## config.mk

```make
export PLATFORM = sky130hd
export DESIGN_NAME = fts_queue
export DESIGN_NICKNAME = d
export VERILOG_FILES = /design/src/design/fts_pkg.sv /design/src/design/fts_queue.sv
export SDC_FILE = /design/constraint.sdc
export NUM_CORES = 1
export LEC_CHECK = 0
export ABC_AREA = 1
export ABC_CLOCK_PERIOD_IN_PS = 5800
export BUFFER_PORTS_ARGS = -buffer_cell sky130_fd_sc_hd__buf_4
export CORE_UTILIZATION = 47
export CTS_CLUSTER_SIZE = 30
export DETAILED_ROUTE_END_ITERATION = 7
export GPL_TIMING_DRIVEN = 1
export PLACE_DENSITY_LB_ADDON = 0.05
export SLEW_MARGIN = 0
export SYNTH_ARGS = -nofsm -noshare
export SYNTH_HDL_FRONTEND = slang
export SYNTH_SLANG_ARGS = --single-unit
```

## constraint.sdc

```tcl
create_clock -name clk -period 5.8 [get_ports clk]
set_clock_uncertainty 0.1 [all_clocks]
set_input_delay 1.74 -clock clk [delete_from_list [all_inputs] [get_ports clk]]
set_output_delay 1.74 -clock clk [all_outputs]
set_load 0.02 [all_outputs]
```

## src/design/fts_pkg.sv

```systemverilog
`timescale 1ns / 1ps
// fts_pkg: shared types and constants for the binary indexed tree sum engine.
// Used by fts_front, fts_queue, fts_back and fenwick_tree_sum_engine. No dependencies.

package fts_pkg;

    localparam int POS_W   = 17;  // index and size width
    localparam int DELTA_W = 32;
    localparam int SUM_W   = 64;

    localparam logic [POS_W-1:0] SIZE_RESET = 17'h10000;

    localparam logic [1:0] CMD_POINT_ADD = 2'd0;
    localparam logic [1:0] CMD_RANGE_ADD = 2'd1;
    localparam logic [1:0] CMD_RANGE_SUM = 2'd2;

    // What the back end has to do with one word
    typedef enum logic [1:0] {
        OP_REJECT,
        OP_UPDATE,
        OP_QUERY
    } op_t;

    // Classified word handed from front to back.
    // Update: add delta along pos_a, then add -delta along pos_b if b_en.
    // Query:  prefix(pos_a) minus prefix(pos_b) if b_en.
    typedef struct packed {
        op_t                       op;
        logic [POS_W-1:0]          pos_a;
        logic [POS_W-1:0]          pos_b;
        logic                      b_en;
        logic [POS_W-1:0]          limit;
        logic signed [DELTA_W-1:0] delta;
    } desc_t;

    typedef enum logic [2:0] {
        BK_CLEAR,
        BK_IDLE,
        BK_WALK_A,
        BK_WALK_B,
        BK_RESULT
    } back_state_t;

endpackage

```

## src/design/fts_queue.sv

```systemverilog
`timescale 1ns / 1ps
// fts_queue: two-entry descriptor FIFO between front and back.
// Depends on fts_pkg.

module fts_queue (
    input  logic           clk,
    input  logic           rst_n,
    input  logic           push_valid,
    output logic           push_ready,
    input  fts_pkg::desc_t push_desc,
    output logic           pop_valid,
    input  logic           pop_ready,
    output fts_pkg::desc_t pop_desc
);

    localparam int DEPTH = 2;
    localparam int PTR_W = $clog2(DEPTH);
    localparam int CNT_W = $clog2(DEPTH + 1);

    fts_pkg::desc_t   entry_reg [DEPTH];
    logic [PTR_W-1:0] wr_ptr_reg, wr_ptr_next;
    logic [PTR_W-1:0] rd_ptr_reg, rd_ptr_next;
    logic [CNT_W-1:0] count_reg, count_next;
    logic             do_push;
    logic             do_pop;

    assign push_ready = (count_reg != CNT_W'(DEPTH));
    assign pop_valid  = (count_reg != '0);
    assign pop_desc   = entry_reg[rd_ptr_reg];
    assign do_push    = push_valid && push_ready;
    assign do_pop     = pop_valid && pop_ready;

    always_comb
    begin
        wr_ptr_next = do_push ? wr_ptr_reg + PTR_W'(1) : wr_ptr_reg;
        rd_ptr_next = do_pop ? rd_ptr_reg + PTR_W'(1) : rd_ptr_reg;
        count_next  = count_reg;
        if (do_push && !do_pop)
        begin
            count_next = count_reg + CNT_W'(1);
        end
        else if (do_pop && !do_push)
        begin
            count_next = count_reg - CNT_W'(1);
        end
    end

    always_ff @(posedge clk or negedge rst_n)
    begin
        if (!rst_n)
        begin
            wr_ptr_reg <= '0;
            rd_ptr_reg <= '0;
            count_reg  <= '0;
        end
        else
        begin
            wr_ptr_reg <= wr_ptr_next;
            rd_ptr_reg <= rd_ptr_next;
            count_reg  <= count_next;
        end
    end

    always_ff @(posedge clk)
    begin
        if (do_push)
        begin
            entry_reg[wr_ptr_reg] <= push_desc;
        end
    end

endmodule

```

==> run_results.csv <==
group,metric,value,unit
synth,synth-compound-area-share,0,
sta,max_slew.worst_pin.slew,1.02,ns
synth,synth_top_cell_area_share,0.797,
synth,synth_area_leaders,"edfxtp_1 80%, nand2_1 16%, dfrtp_1 1.5%",
clock_network,clock-root-buffer,"clkbuf_16",
pwr,powerDensity,556,mW/mm2
sta,setup_ws,1.61,ns
synth,seq_area_frac_synth,0.812,
synth,ys.flop_type,"edfxtp_1",
sta,finalCritPeriodShare,0.723,
worst_setup_path,worstSetupEndpointType,"output port",
pwr,power.leakage,3.69,nW
worst_setup_path,arrival,2.35,ns
clock_network,cts_hold_buffers,0,
clock_network,clk_latency,0.41,ns
clock_network,cts_buffer_depth,2,
worst_setup_path,cp_max_fo,52,
synth,async_reset_ff_frac,0.0227,
clock_network,cts_tree,"built",
floorplan,die_area,0.0143,mm2
synth,syn_area,0.00648,mm2
worst_hold_path,hold_class,"reg -> reg",
floorplan,core_area,0.0133,mm2
floorplan,io_pins,178,
drt,drt-initial-drc-count,279,
drt,dr.pass1.iters,4,
synth,synth_top_family_by_area,"simple AND/OR/NAND/NOR gates",
synth,synth_enable_flop_cells,172,
synth,syn_area_per_cell,13.6,um2
drt,detail_route.wl_per_cell,14.8,um
pwr,ir_drop,0.263,mV
synth,yosysMostFrequentCell,"nand2_1",
grt,grt_pass1_vias,3995,
placement,placedCellCount,816,
pwr,p_seq_frac,0.377,
pwr,p_clk_frac,0.260,
synth,synth_seq_cells,176,
synth,syn_inst,478,
run,maxCapViolCount,0,
drt,routed_wl,12.6,mm
drt,avgViaCountPerCell,4.68,
pwr,p_int,3.16,mW
grt,grt_pass1_wl,19.6,mm
placement,detailedPlace.worstSlack,2.01,ns
clock_network,post_cts_buffers,0,
clock_network,clkSlewWorstSetupHoldPaths,0.06,ns
sta,fin_tns_setup,0,ns
floorplan,die_w,119,um
clock_network,htree_levels,4,
synth,syn_nets,569,
synth,synth-xor-area-share,0.00270,
floorplan,die_h,119,um
synth,synth_area_leader_cell,"edfxtp_1",
final_layout,nets,750,
clock_network,cts_made_buffers,17,
sta,clock.fmax,238,MHz
drt,drc,0,
worst_setup_path,critPathKind,"reg -> out",
final_layout,largest_reg_flops,172,
synth,synthMuxAreaShare,0,
drt,vias,3975,
sta,finalSetupViolCount,0,
worst_setup_path,timing.rr.start,"count_reg[0]",
grt,grt_use_total,0.187,
placement,hpwl,7.75,mm
worst_hold_path,worstHoldPathCells,2,
final_layout,drive_above_1_share,0.317,
outcome,status,"complete, no violations",
pwr,p_sw,1.64,mW
synth,synth.top_cells.by_count,"268 x nand2_1, 172 x edfxtp_1, 11 x buf_2, 6 x inv_1",
worst_setup_path,crit_required,3.96,ns
final_layout,area_growth,33.1,%
grt,grt_max_degree,88,
placement,globalplace.congestion,0.709,
drt,ant_nets,0,
grt,antenna_found_initial,1,
worst_hold_path,min_from,"count_reg[1]",
sta,rsz0062_at_grt,"false",
synth,yosysWarningCount,0,
clock_network,cts_resized,0,
synth,synth_fa_ha_area_frac,0.00193,
floorplan,std_cell_rows,42,
sta,slew_viol_final,0,
final_layout,fin_util,0.646,
pwr,p_comb_frac,0.364,
sta,final.min_clock_period,4.19,ns
synth,synth_cell_types,14,
final_layout,instances_no_fill,849,
sta,finalHoldViolCount,0,
sta,max_slew_margin,0.321,
synth,yosys.area_share.simple,0.159,
worst_setup_path,r2r_cells,5,
pwr,total_power,4.80,mW
worst_setup_path,critPathLaunchType,"register",
clock_network,clock-sinks,176,
grt,grt_overflow,0,
floorplan,start_util,0.486,
placement,port-buffer-count,177,
pwr,p_sw_frac,0.342,
worst_setup_path,startpoint,"rd_ptr_reg",
-- stage by stage --
| step | area, um2 | hold WS [ns] |
|---|---|---|
| global route | 8620 | 0.433 |
| finish | 8630 | 0.422 |
| detailed placement | 7970 | 0.404 |
| floorplan | 6480 | 0.362 |
| CTS | 8620 | 0.416 |
| global placement | 7970 | 0.384 |
-- layer usage --
| metal | track usage | wire [um] |
|---|---|---|
| met2 | 0.309 | 6200 |
| met3 | 0.0704 | 993 |
| met5 | 0 | 0 |
| met1 | 0.221 | 5140 |
| met4 | 0.0773 | 218 |
-- final timing paths --
path	endpoint	slack (ns)
worst max-delay path	pop_desc[15]	1.61
worst min-delay path	count_reg[1]	0.42
worst max register to register	entry_reg[1][18]	3.38
worst min register to register	count_reg[1]	0.42
max in group asynchronous	rd_ptr_reg	4.48
min in group asynchronous	rd_ptr_reg	1.01
-- cells by family after synthesis --
family | count (synthesis)
buffers and inverters | 26
xor gates and xnor gates | 2
DFF | 176
and+or+nand+nor | 273
adders and majority gates | 1
-- area by class of cell --
type	instances	area (um2)
Tap cell	176	220
Inverter	7	26.3
Timing Repair Buffer	181	1380
Clock buffer	21	440
Antenna cell	1	2.50
Sequential cell	176	5270
Fill cell	1037	4720
Clock inverter	11	211
Multi-Input combinational cell	276	1070
-- power by group through the flow --
| stage | Combinational [mW] | Sequential [mW] | Clock [mW] |
|---|---|---|---|
| 3_3_place_gp | 1.76 | 1.83 | 0 |
| 3_5_place_dp | 1.77 | 1.83 | 0 |
| 4_1_cts | 1.78 | 1.81 | 1.27 |
| 6_report | 1.74 | 1.81 | 1.25 |
| 5_1_grt | 1.90 | 1.83 | 1.32 |
| 2_1_floorplan | 1.05 | 1.85 | 0 |
-- worst max-delay path, stage by stage, from the launching register on --
cell and delay [ns]:
dfrtp_2 0.40, inv_2 0.66, buf_4 0.49, nand2_1 0.10, nand2_1 0.10, buf_4 0.14
-- cells in the final DEF (no fill, tap or decap) --
| master | instances |
|---|---|
| clkinv_2 | 3 |
| diode_2 | 1 |
| clkinvlp_4 | 1 |
| clkbuf_16 | 17 |
| nor2_4 | 2 |
| inv_1 | 6 |
| dfrtp_2 | 1 |
| buf_4 | 179 |
| nand4_1 | 1 |
| xor2_1 | 1 |
| nand2_1 | 268 |
| ha_1 | 1 |
| clkbuf_1 | 4 |
| clkinv_4 | 1 |
| xnor2_1 | 1 |
| edfxtp_1 | 172 |
| nand3_1 | 2 |
| inv_2 | 1 |
| dfrtp_1 | 3 |
| bufinv_16 | 6 |
| buf_12 | 2 |
Power figures use the tool's default switching activity.
