### src/design/fts_pkg.sv
`timescale 1ns / 1ps
// fts_pkg: shared types and constants for the binary indexed tree sum engine.
// Used by fts_front, fts_queue, fts_back and fenwick_tree_sum_engine. No dependencies.

package fts_pkg;

    localparam int POS_W   = 17;  // index and size width
    localparam int DELTA_W = 32;
    localparam int SUM_W   = 64;

    localparam logic [POS_W-1:0] SIZE_RESET = 17'h10000;

    localparam logic [1:0] CMD_POINT_ADD = 2'd0;
    localparam logic [1:0] CMD_RANGE_ADD = 2'd1;
    localparam logic [1:0] CMD_RANGE_SUM = 2'd2;

    // What the back end has to do with one word
    typedef enum logic [1:0] {
        OP_REJECT,
        OP_UPDATE,
        OP_QUERY
    } op_t;

    // Classified word handed from front to back.
    // Update: add delta along pos_a, then add -delta along pos_b if b_en.
    // Query:  prefix(pos_a) minus prefix(pos_b) if b_en.
    typedef struct packed {
        op_t                       op;
        logic [POS_W-1:0]          pos_a;
        logic [POS_W-1:0]          pos_b;
        logic                      b_en;
        logic [POS_W-1:0]          limit;
        logic signed [DELTA_W-1:0] delta;
    } desc_t;

    typedef enum logic [2:0] {
        BK_CLEAR,
        BK_IDLE,
        BK_WALK_A,
        BK_WALK_B,
        BK_RESULT
    } back_state_t;

endpackage

### src/design/fts_front.sv
`timescale 1ns / 1ps
// fts_front: accepts input words, checks indices and turns them into walk descriptors.
// Depends on fts_pkg.

module fts_front #(
    parameter int MAX_POSITIONS = 65536
) (
    input  logic                              in_valid,
    output logic                              in_ready,
    input  logic [1:0]                        cmd,
    input  logic [fts_pkg::POS_W-1:0]         first_index,
    input  logic [fts_pkg::POS_W-1:0]         last_index,
    input  logic signed [fts_pkg::DELTA_W-1:0] delta,
    input  logic [fts_pkg::POS_W-1:0]         size_in_use,
    input  logic                              clearing,
    input  logic                              push_ready,
    output logic                              push_valid,
    output fts_pkg::desc_t                    push_desc
);

    localparam logic [fts_pkg::POS_W-1:0] MAX_LIMIT = fts_pkg::POS_W'(MAX_POSITIONS);
    localparam logic [fts_pkg::POS_W-1:0] ONE = fts_pkg::POS_W'(1);

    logic [fts_pkg::POS_W-1:0] limit;
    logic                      over;
    logic                      lo_ok;
    logic                      range_ok;

    // clamp size to 1..MAX_POSITIONS
    assign over  = ({15'd0, size_in_use} > 32'(MAX_POSITIONS));
    assign limit = (size_in_use == '0) ? ONE : (over ? MAX_LIMIT : size_in_use);

    assign lo_ok    = (first_index != '0) && (first_index <= limit);
    assign range_ok = (first_index != '0) && (first_index <= last_index)
                      && (last_index <= limit);

    assign in_ready   = push_ready && !clearing;
    assign push_valid = in_valid && !clearing;

    always_comb
    begin
        push_desc       = '0;
        push_desc.limit = limit;
        push_desc.delta = delta;
        push_desc.op    = fts_pkg::OP_REJECT;
        case (cmd)
            fts_pkg::CMD_POINT_ADD:
            begin
                push_desc.pos_a = first_index;
                push_desc.b_en  = 1'b0;
                if (lo_ok)
                begin
                    push_desc.op = fts_pkg::OP_UPDATE;
                end
            end
            fts_pkg::CMD_RANGE_ADD:
            begin
                push_desc.pos_a = first_index;
                push_desc.pos_b = last_index + ONE;
                push_desc.b_en  = (last_index < limit);
                if (range_ok)
                begin
                    push_desc.op = fts_pkg::OP_UPDATE;
                end
            end
            fts_pkg::CMD_RANGE_SUM:
            begin
                push_desc.pos_a = last_index;
                push_desc.pos_b = first_index - ONE;
                push_desc.b_en  = (first_index != ONE);
                if (range_ok)
                begin
                    push_desc.op = fts_pkg::OP_QUERY;
                end
            end
            default:
            begin
                push_desc.op = fts_pkg::OP_REJECT;
            end
        endcase
    end

endmodule

### config.mk
export PLATFORM = sky130hd
export DESIGN_NAME = fts_front
export DESIGN_NICKNAME = d
export VERILOG_FILES = /design/src/design/fts_pkg.sv /design/src/design/fts_front.sv
export SDC_FILE = /design/constraint.sdc
export NUM_CORES = 1
export LEC_CHECK = 0
export ABC_CLOCK_PERIOD_IN_PS = 5450
export BUFFER_PORTS_ARGS = -buffer_cell sky130_fd_sc_hd__clkbuf_2
export CORE_ASPECT_RATIO = 1.1
export CORE_MARGIN = 2
export CORE_UTILIZATION = 45
export DETAILED_ROUTE_END_ITERATION = 10
export GPL_TIMING_DRIVEN = 0
export PLACE_DENSITY = 0.85
export SLEW_MARGIN = 20
export SYNTH_ARGS = -nofsm -noshare
export SYNTH_HDL_FRONTEND = slang
export SYNTH_SLANG_ARGS = --single-unit
### constraint.sdc
create_clock -name vclk -period 5.45
set_clock_uncertainty 0.1 [all_clocks]
set_input_delay 1.09 -clock vclk [all_inputs]
set_output_delay 1.09 -clock vclk [all_outputs]
set_load 0.1 [all_outputs]
==> qor.yml, run 1 <==
end_kind: "output pin"
fmax_mhz: 191
netlist.area_leader.share_pct: 26.9
port_buffers: 144
grt_pass1_vias: 3122
grt_antenna_before_repair: 0
core-area_mm2: 0.00577
synth_mux_area_share_pct: 0.417
synth_compound_gate_area_share_pct: 20.0
worstHoldPathCells: 2
syn_avg_cell_area_um2: 6.85
worstPathArrival_ns: 4.04
cellPowerDensity_mw_per_mm2: 157
power.total_mw: 0.571
ir_drop_uv: 116
p_leak_nw: 2.00
required_ns: 4.26
synth_nets: 540
grt_max_degree: 11
postRouteAntennaNets: 0
worst_pin_slew_ns: 0.618
clock_buffers: 0
period_share_pct: 96.0
hold_viol_final: 0
min-delay-start: "delta[28]"
die_height_um: 85.2
critPathKind: "in -> out"
synth_top_family_by_area: "simple AND/OR/NAND/NOR gates"
syn_to_final_growth_pct: 35.1
mappedNetlistArea_mm2: 0.00270
synth_top_area_cell: "ha_1"
ys_warn_count: 0
chipWidth_um: 77.8
grt_pass1_wl_mm: 14.6
drt_wl_total_mm: 9.34
seqCellArea_um2: 0
synth_cell_types: 45
cts-hold-fix-buffers: 0
wl_per_cell_um: 15.1
critical_path_peak_fanout: 5
synth-simple-area-share_pct: 28.6
finalSetupViolCount: 0
status: "completed"
nets: 689
num_vias: 3419
netlist_top_cells_area: "ha_1 27%, buf_4 8.9%, nand2_1 6.8%"
dr.first_iter.drc_count: 107
antenna_cells: 0
drc: 0
seq_area_frac_synth_pct: 0
slew_violations: 0
synth_adder_area_share_pct: 26.9
floorplan.initialDensity_pct: 46.8
max_cap_violations: 0
first_pass_iters: 4
io_pins: 176
syn_inst: 394
grt.total_usage_pct: 26.4
num_rows: 29
dieArea_mm2: 0.00663
grt_overflow: 0
slew_headroom_pct: 58.7
crit_path_start_kind: "input port"
hold_class: "in -> out"
place_congestion: 0.883
via_per_inst: 5.53
nFlopsAndLatches: 0
nFillCells: 534
synthXorXnorAreaFrac_pct: 8.44
hpwl_mm: 7.99
whs_endpoint: "push_desc[28]"
finalSetupTns_ns: 0
layout-drive-gt1-share_pct: 36.8
period_minus_slack_ns: 5.23
[layout by cell type, fill, tap and decap left out, types with 12 or more instances in the layout]
| master | netlist | layout |
|---|---|---|
| nand3_1 | 14 | 14 |
| nand4_1 | 13 | 13 |
| nor2_1 | 17 | 17 |
| nor2b_1 | 13 | 12 |
| ha_1 | 58 | 58 |
| inv_1 | 41 | 41 |
| nand2_1 | 49 | 48 |
| o21ai_0 | 22 | 22 |
| xnor2_1 | 20 | 20 |
| a21oi_1 | 20 | 19 |
| buf_4 | 32 | 36 |
| clkbuf_2 | 0 | 141 |
[critical path, cell delays in order]
cell	delay, ns
clkbuf_2	0.10
nor4_2	0.28
nand4_1	0.20
nand2_4	0.12
nand2_1	0.13
ha_1	0.32
nand4_1	0.13
nor3_1	0.06
a2111o_1	0.44
a2111oi_4	0.42
o22ai_2	0.18
a311oi_4	0.29
clkbuf_16	0.26
[synth_stat cells, drive strengths merged, types with 2 or more instances]
cell type and n:
nand2 49, nor4 11, nor2 17, a21boi 3, a211oi 3, nand2b 3, buf 34, xor2 6
o21ai 25, ha 58, o22ai 7, a22oi 9, a2111oi 3, clkbuf 5, and2 7, a21oi 20
nor2b 13, or3 2, xnor2 20, o211ai 2, inv 41, a21o 8, and3 4, nor3 5
nand3 15, nand4 14
[through the flow]
stage	instances	worst slack (ns)	utilization, %	hold slack, ns	cell area [µm²]
final	618	0.217	63.2	2.54	3650
after floorplan	394	-0.0532	-	2.18	2740
after CTS	615	0.0313	62.4	2.54	3600
after global placement	615	-0.267	61.6	2.54	3550
after global routing	618	-0.00565	63.2	2.54	3650
after detailed placement	615	-0.383	61.6	2.54	3550
[power breakdown]
group / switching (mW) / total (mW) / internal (mW) / leakage, nW
combinational: 0.442 / 0.571 / 0.129 / 2.00
clock: 0 / 0 / 0 / 0
sequential: 0 / 0 / 0 / 0
[cell families (layout without fill, tap and decap cells)]
family / count (synthesis) / in the layout
buf+inv: 80 / 227
fa+ha+maj: 58 / 58
mux: 1 / 1
compound gates: 86 / 86
xor+xnor: 26 / 26
simple gates: 143 / 143
[what timing repair did]
action	in CTS	in global routing
setup buffers	0	3
resized for setup	8	5
gates cloned	0	0
hold endpoints to repair	0	0
endpoints found under the setup margin	3	3
pin swaps	1	3
[layer usage]
metal | GRT usage, % | routed length [µm] | vias to the layer above
met2 | 51.6 | 4790 | 175
met4 | 2.76 | 118 | 0
met5 | 0 | 0 | -
met1 | 32.4 | 3690 | 1555
met3 | 1.28 | 753 | 11
li1 | - | - | 1678
[how the worst max path moves through the flow]
stage	end	startpoint	slack, ns
floorplan	push_desc[85]	size_in_use[9]	-0.05
global placement	push_desc[85]	size_in_use[9]	-0.27
detailed placement	push_desc[85]	size_in_use[3]	-0.38
CTS	push_desc[85]	size_in_use[3]	0.03
global route	push_desc[85]	size_in_use[3]	-0.006
finish	push_desc[85]	size_in_use[9]	0.22
[layout make-up]
cell class | instances | area (µm²) | share of cell area [%]
Multi-Input combinational cell | 314 | 2360 | 64.7
Inverter | 41 | 154 | 4.22
Timing Repair Buffer | 147 | 768 | 21.1
Tap cell | 77 | 96.3 | 2.64
Buffer | 39 | 269 | 7.38
Power figures use the tool's default switching activity.
==> run 2: changes to the inputs <==
--- a/config.mk
+++ b/config.mk
@@ -7,7 +7,6 @@
 export LEC_CHECK = 0
 export ABC_CLOCK_PERIOD_IN_PS = 5450
 export BUFFER_PORTS_ARGS = -buffer_cell sky130_fd_sc_hd__clkbuf_2
-export CORE_ASPECT_RATIO = 1.1
 export CORE_MARGIN = 2
 export CORE_UTILIZATION = 45
 export DETAILED_ROUTE_END_ITERATION = 10
==> constraint.sdc (replaced) <==
create_clock -name vclk -period 5.45
set_clock_uncertainty 0.1 [all_clocks]
set_input_delay 1.09 -clock vclk [all_inputs]
set_output_delay 1.09 -clock vclk [all_outputs]
set_load 0.01 [all_outputs]
==> run 2 against run 1 <==
- first-iteration DRC count increased by 93%
- non-clock buffer count is 2 lower
- fmax decreased by 1.2%
- final cell count down 0.65%
- hold slack worse by 0.27 ns
- critical path type unchanged
- highest routed layer unchanged
==> qor.yml, run 2 (same netlist as run 1, synthesis figures left out) <==
status: "completed"
finalNonFillerCells: 614
final_common_cell: "clkbuf_2"
hold_class: "in -> out"
seqCellArea_um2: 0
worstPathArrival_ns: 4.10
grt_antenna_before_repair: 0
die_height_um: 81.4
crit_end: "push_desc[85]"
slew_violations: 0
critPathKind: "in -> out"
drc: 0
hold_viol_final: 0
core-area_mm2: 0.00585
power_frac_comb_pct: 100.0
antenna_cells: 0
crit_chain: "clkbuf_2 > nor4_1 > nand4_1 > nand2_4 > nand2_1 > ha_1 > nand4_1 > nor3_1 > a2111o_1 > a2111oi_4 > o22ai_2 > a311oi_2 > clkbuf_2"
final_cell_mix: "144 x clkbuf_2, 58 x ha_1, 48 x nand2_1, 41 x inv_1, 33 x buf_4"
layout-drive-gt1-share_pct: 35.6
port_buffers: 144
pwr-share-clk_pct: 0
nets: 687
via_per_inst: 5.53
grt.total_usage_pct: 26.2
num_rows: 28
end_kind: "output pin"
cellPowerDensity_mw_per_mm2: 81.7
postRouteAntennaNets: 0
internal-power_mw: 0.125
cts-hold-fix-buffers: 0
worst_pin_slew_ns: 0.657
syn_to_final_growth_pct: 31.9
slew_headroom_pct: 55.9
dp.cells: 613
grt_max_degree: 11
p_seq_share_pct: 0
wl_per_cell_um: 15.0
crit_path_start_kind: "input port"
grt_overflow: 0
ir_drop_uv: 45.4
num_vias: 3396
max_stage_delay_ns: 0.45
io_pins: 176
crit_start: "size_in_use[9]"
first_pass_iters: 4
dieArea_mm2: 0.00663
required_ns: 4.26
hpwl_mm: 7.89
period_share_pct: 97.1
cp.depth: 13
place_congestion: 0.915
cp_slowest_cell: "a2111o_1"
floorplan.initialDensity_pct: 46.1
max_cap_violations: 0
finalSetupTns_ns: 0
hold_ws_ns: 2.27
fin_area_mm2: 0.00356
cp_top_family: "compound AO/OA/AOI/OAI gates"
p_sw_share_pct: 56.9
finalSetupViolCount: 0
critPathBufInv: 2
p_sw_mw: 0.165
dpl_cell_area_mm2: 0.00351
critical_path_peak_fanout: 9
dr.first_iter.drc_count: 206
drt_wl_total_mm: 9.20
period_minus_slack_ns: 5.29
nFlopsAndLatches: 0
clock_buffers: 0
fmax_mhz: 189
grt_pass1_wl_mm: 13.9
grt_pass1_vias: 3073
final_core_util_pct: 60.8
chipWidth_um: 81.4
p_leak_nw: 1.97
run 2: cell types whose count changed in the layout (fill, tap and decap cells not counted), sizes merged:
cell	previous run	this run
buf	38	35
clkbuf	148	149
run 2: what timing repair did:
action,CTS,global route
setup buffers,0,1
setup endpoints to repair,1,2
resized for setup,1,5
pin swaps,0,3
run 2: metrics by stage:
step,power (mW),worst slack (ns)
after floorplan,0.166,0.725
after global placement,0.274,0.0249
after detailed placement,0.282,-0.0363
after CTS,0.285,0.0584
after global routing,0.323,-0.0424
final,0.291,0.156
run 2: power by group through the flow:
stage	clock network, mW	logic [mW]	registers [mW]
6_report	0	0.291	0
4_1_cts	0	0.285	0
5_1_grt	0	0.323	0
3_3_place_gp	0	0.274	0
2_1_floorplan	0	0.166	0
3_5_place_dp	0	0.282	0
run 2: worst min-delay path by stage:
stage	start	end	slack, ns	depth (start not counted)
3_5_place_dp	delta[23]	push_desc[23]	2.27	2
5_1_grt	delta[22]	push_desc[22]	2.27	2
3_3_place_gp	delta[26]	push_desc[26]	2.27	2
4_1_cts	delta[23]	push_desc[23]	2.27	2
6_report	delta[23]	push_desc[23]	2.27	2
2_1_floorplan	clearing	in_ready	2.13	1
run 2: routing by layer:
metal | track usage (%) | vias to the layer above | share of wire [%]
li1 | - | 1664 | -
met1 | 32.3 | 1545 | 41
met2 | 49.9 | 167 | 49
met3 | 1.21 | 20 | 7.8
met4 | 5.25 | 0 | 2.0
met5 | 0 | - | 0
run 2: layout make-up:
cell class,instances,area [µm²]
Multi-Input combinational cell,314,2310
Fill cell,581,2290
Timing Repair Buffer,145,728
Buffer,39,269
Inverter,41,154
Tap cell,75,93.8
==> run 3: changes to the inputs <==
--- a/config.mk
+++ b/config.mk
@@ -5,13 +5,15 @@
 export SDC_FILE = /design/constraint.sdc
 export NUM_CORES = 1
 export LEC_CHECK = 0
+export ABC_AREA = 1
 export ABC_CLOCK_PERIOD_IN_PS = 5450
 export BUFFER_PORTS_ARGS = -buffer_cell sky130_fd_sc_hd__clkbuf_2
+export CAP_MARGIN = 20
 export CORE_MARGIN = 2
 export CORE_UTILIZATION = 45
 export DETAILED_ROUTE_END_ITERATION = 10
 export GPL_TIMING_DRIVEN = 0
-export PLACE_DENSITY = 0.85
+export PLACE_DENSITY = 0.83
 export SLEW_MARGIN = 20
 export SYNTH_ARGS = -nofsm -noshare
 export SYNTH_HDL_FRONTEND = slang
==> run 3 against run 2 <==
- core utilization shrank 1.6 points
- sequential share of layout area stayed put
- via count increased by 16%
- synthesized area up 8.3%
- worst setup slack gained 0.47 ns
- critical path type unchanged
- largest power group unchanged
- highest routed layer unchanged
==> qor.yml, run 3 <==
status: "completed"
dr.first_iter.drc_count: 203
synth_mux_area_share_pct: 0
netlist_top_cells_area: "ha_1 25%, nand2_1 18%, inv_1 9.5%"
crit_path_start_kind: "input port"
finalSetupViolCount: 0
fmax_mhz: 207
grt_pass1_wl_mm: 15.9
max_cap_violations: 0
antenna_cells: 0
dieArea_mm2: 0.00716
synth_compound_gate_area_share_pct: 16.3
syn_avg_cell_area_um2: 5.60
slew_headroom_pct: 64.4
final_cell_mix: "144 x clkbuf_2, 141 x nand2_1, 74 x inv_1, 58 x ha_1, 46 x a21oi_1"
floorplan.initialDensity_pct: 46.3
num_rows: 29
synth_top_family_by_area: "simple AND/OR/NAND/NOR gates"
via_per_inst: 5.30
grt_antenna_before_repair: 0
layout-drive-gt1-share_pct: 29.4
worst_pin_slew_ns: 0.528
final_common_cell: "clkbuf_2"
grt.met2_usage_pct: 47.7
syn_inst: 522
worstHoldPathCells: 2
grt_overflow: 0
syn_to_final_growth_pct: 28.0
finalSetupTns_ns: 0
hold_ws_ns: 2.27
met1_usage_pct: 35.7
synth_nets: 668
seq_area_frac_synth_pct: 0
synth-simple-area-share_pct: 38.2
postRouteAntennaNets: 0
core-area_mm2: 0.00631
synth_adder_area_share_pct: 24.8
critPathKind: "in -> out"
critical_path_peak_fanout: 10
period_minus_slack_ns: 4.82
nFlopsAndLatches: 0
rsz0062_at_grt: "no"
grt_pass1_vias: 3536
grt_max_degree: 11
p_leak_nw: 2.26
synthXorXnorAreaFrac_pct: 1.20
cellPowerDensity_mw_per_mm2: 79.7
drc: 0
io_pins: 176
mappedNetlistArea_mm2: 0.00292
drt_wl_total_mm: 10.2
netlist.area_leader.share_pct: 24.8
required_ns: 4.26
synth_top_area_cell: "ha_1"
top_usage_layer: "met2"
die_height_um: 84.6
post_cts_buffers: 0
port_buffers: 144
hold_viol_final: 0
hold_class: "in -> out"
seqCellArea_um2: 0
hpwl_mm: 8.84
ir_drop_uv: 60.7
first_pass_iters: 4
num_vias: 3936
cts-hold-fix-buffers: 0
wl_per_cell_um: 13.8
synth_most_common_cell: "nand2_1"
nFillCells: 655
ys_warn_count: 0
cts.repair.resized: 0
worstPathArrival_ns: 3.63
clock_buffers: 0
end_kind: "output pin"
nets: 814
period_share_pct: 88.5
place_congestion: 0.961
synth_cell_types: 29
grt.met3_usage_pct: 0.983
chipWidth_um: 84.6
synth_commonest_cells: "141 x nand2_1, 74 x inv_1, 58 x ha_1, 46 x a21oi_1, 41 x nor2_1"
slew_violations: 0
grt.total_usage_pct: 26.6
## run 3: cell families (layout without fill, tap and decap cells)
logic type | Yosys count | after routing
AO/OA/AOI/OAI | 87 | 87
XOR/XNOR | 4 | 4
adder cells (fa/ha/maj) | 58 | 58
buffers and inverters | 118 | 262
AND/OR/NAND/NOR | 255 | 255
## run 3: worst paths after layout
kind / from / end / slack (ns)
min: delta[9] / push_desc[9] / 2.27
max: size_in_use[2] / push_desc[84] / 0.63
## run 3: critical path, stage by stage
cell and delay [ns]:
clkbuf_2 0.09, nor4_1 0.37, nand4_1 0.16, nand2_1 0.20, buf_2 0.24, nand2_1 0.14, ha_1 0.32, nand2_1 0.10
inv_1 0.04, nand2_1 0.06, nand2_1 0.06, nand2_1 0.06, nand2_1 0.05, nor2_1 0.11, nand2_1 0.06, nand2_1 0.08
nand4_1 0.09, a21oi_1 0.16, clkbuf_2 0.16
## run 3: metrics by stage
step | cells | total power, mW | setup slack (ns) | area (µm²) | util, %
after floorplan | 522 | 0.179 | 1.23 | 2920 | -
after global placement | 743 | 0.287 | 0.665 | 3740 | 59.2
after detailed placement | 743 | 0.295 | 0.611 | 3740 | 59.2
after CTS | 743 | 0.296 | 0.602 | 3740 | 59.2
after global routing | 743 | 0.333 | 0.353 | 3740 | 59.2
final | 743 | 0.298 | 0.628 | 3740 | 59.2
## run 3: cell type report
type | count | area, µm² | area share, %
multi-input combinational | 404 | 2350 | 62.9
timing repair buffer | 144 | 721 | 19.3
buffer | 43 | 288 | 7.69
tap | 77 | 96.3 | 2.58
inverter | 75 | 282 | 7.53
## run 3: power breakdown
part / switching, mW / internal (mW) / leakage [nW]
combinational: 0.178 / 0.120 / 2.26
clock: 0 / 0 / 0
sequential: 0 / 0 / 0
total: 0.178 / 0.120 / 2.26
## run 3: layer usage
metal,up-vias,share of wire (%)
met1,1749,44
met3,19,6.6
met5,-,0
met2,177,48
met4,0,1.6
li1,1991,-
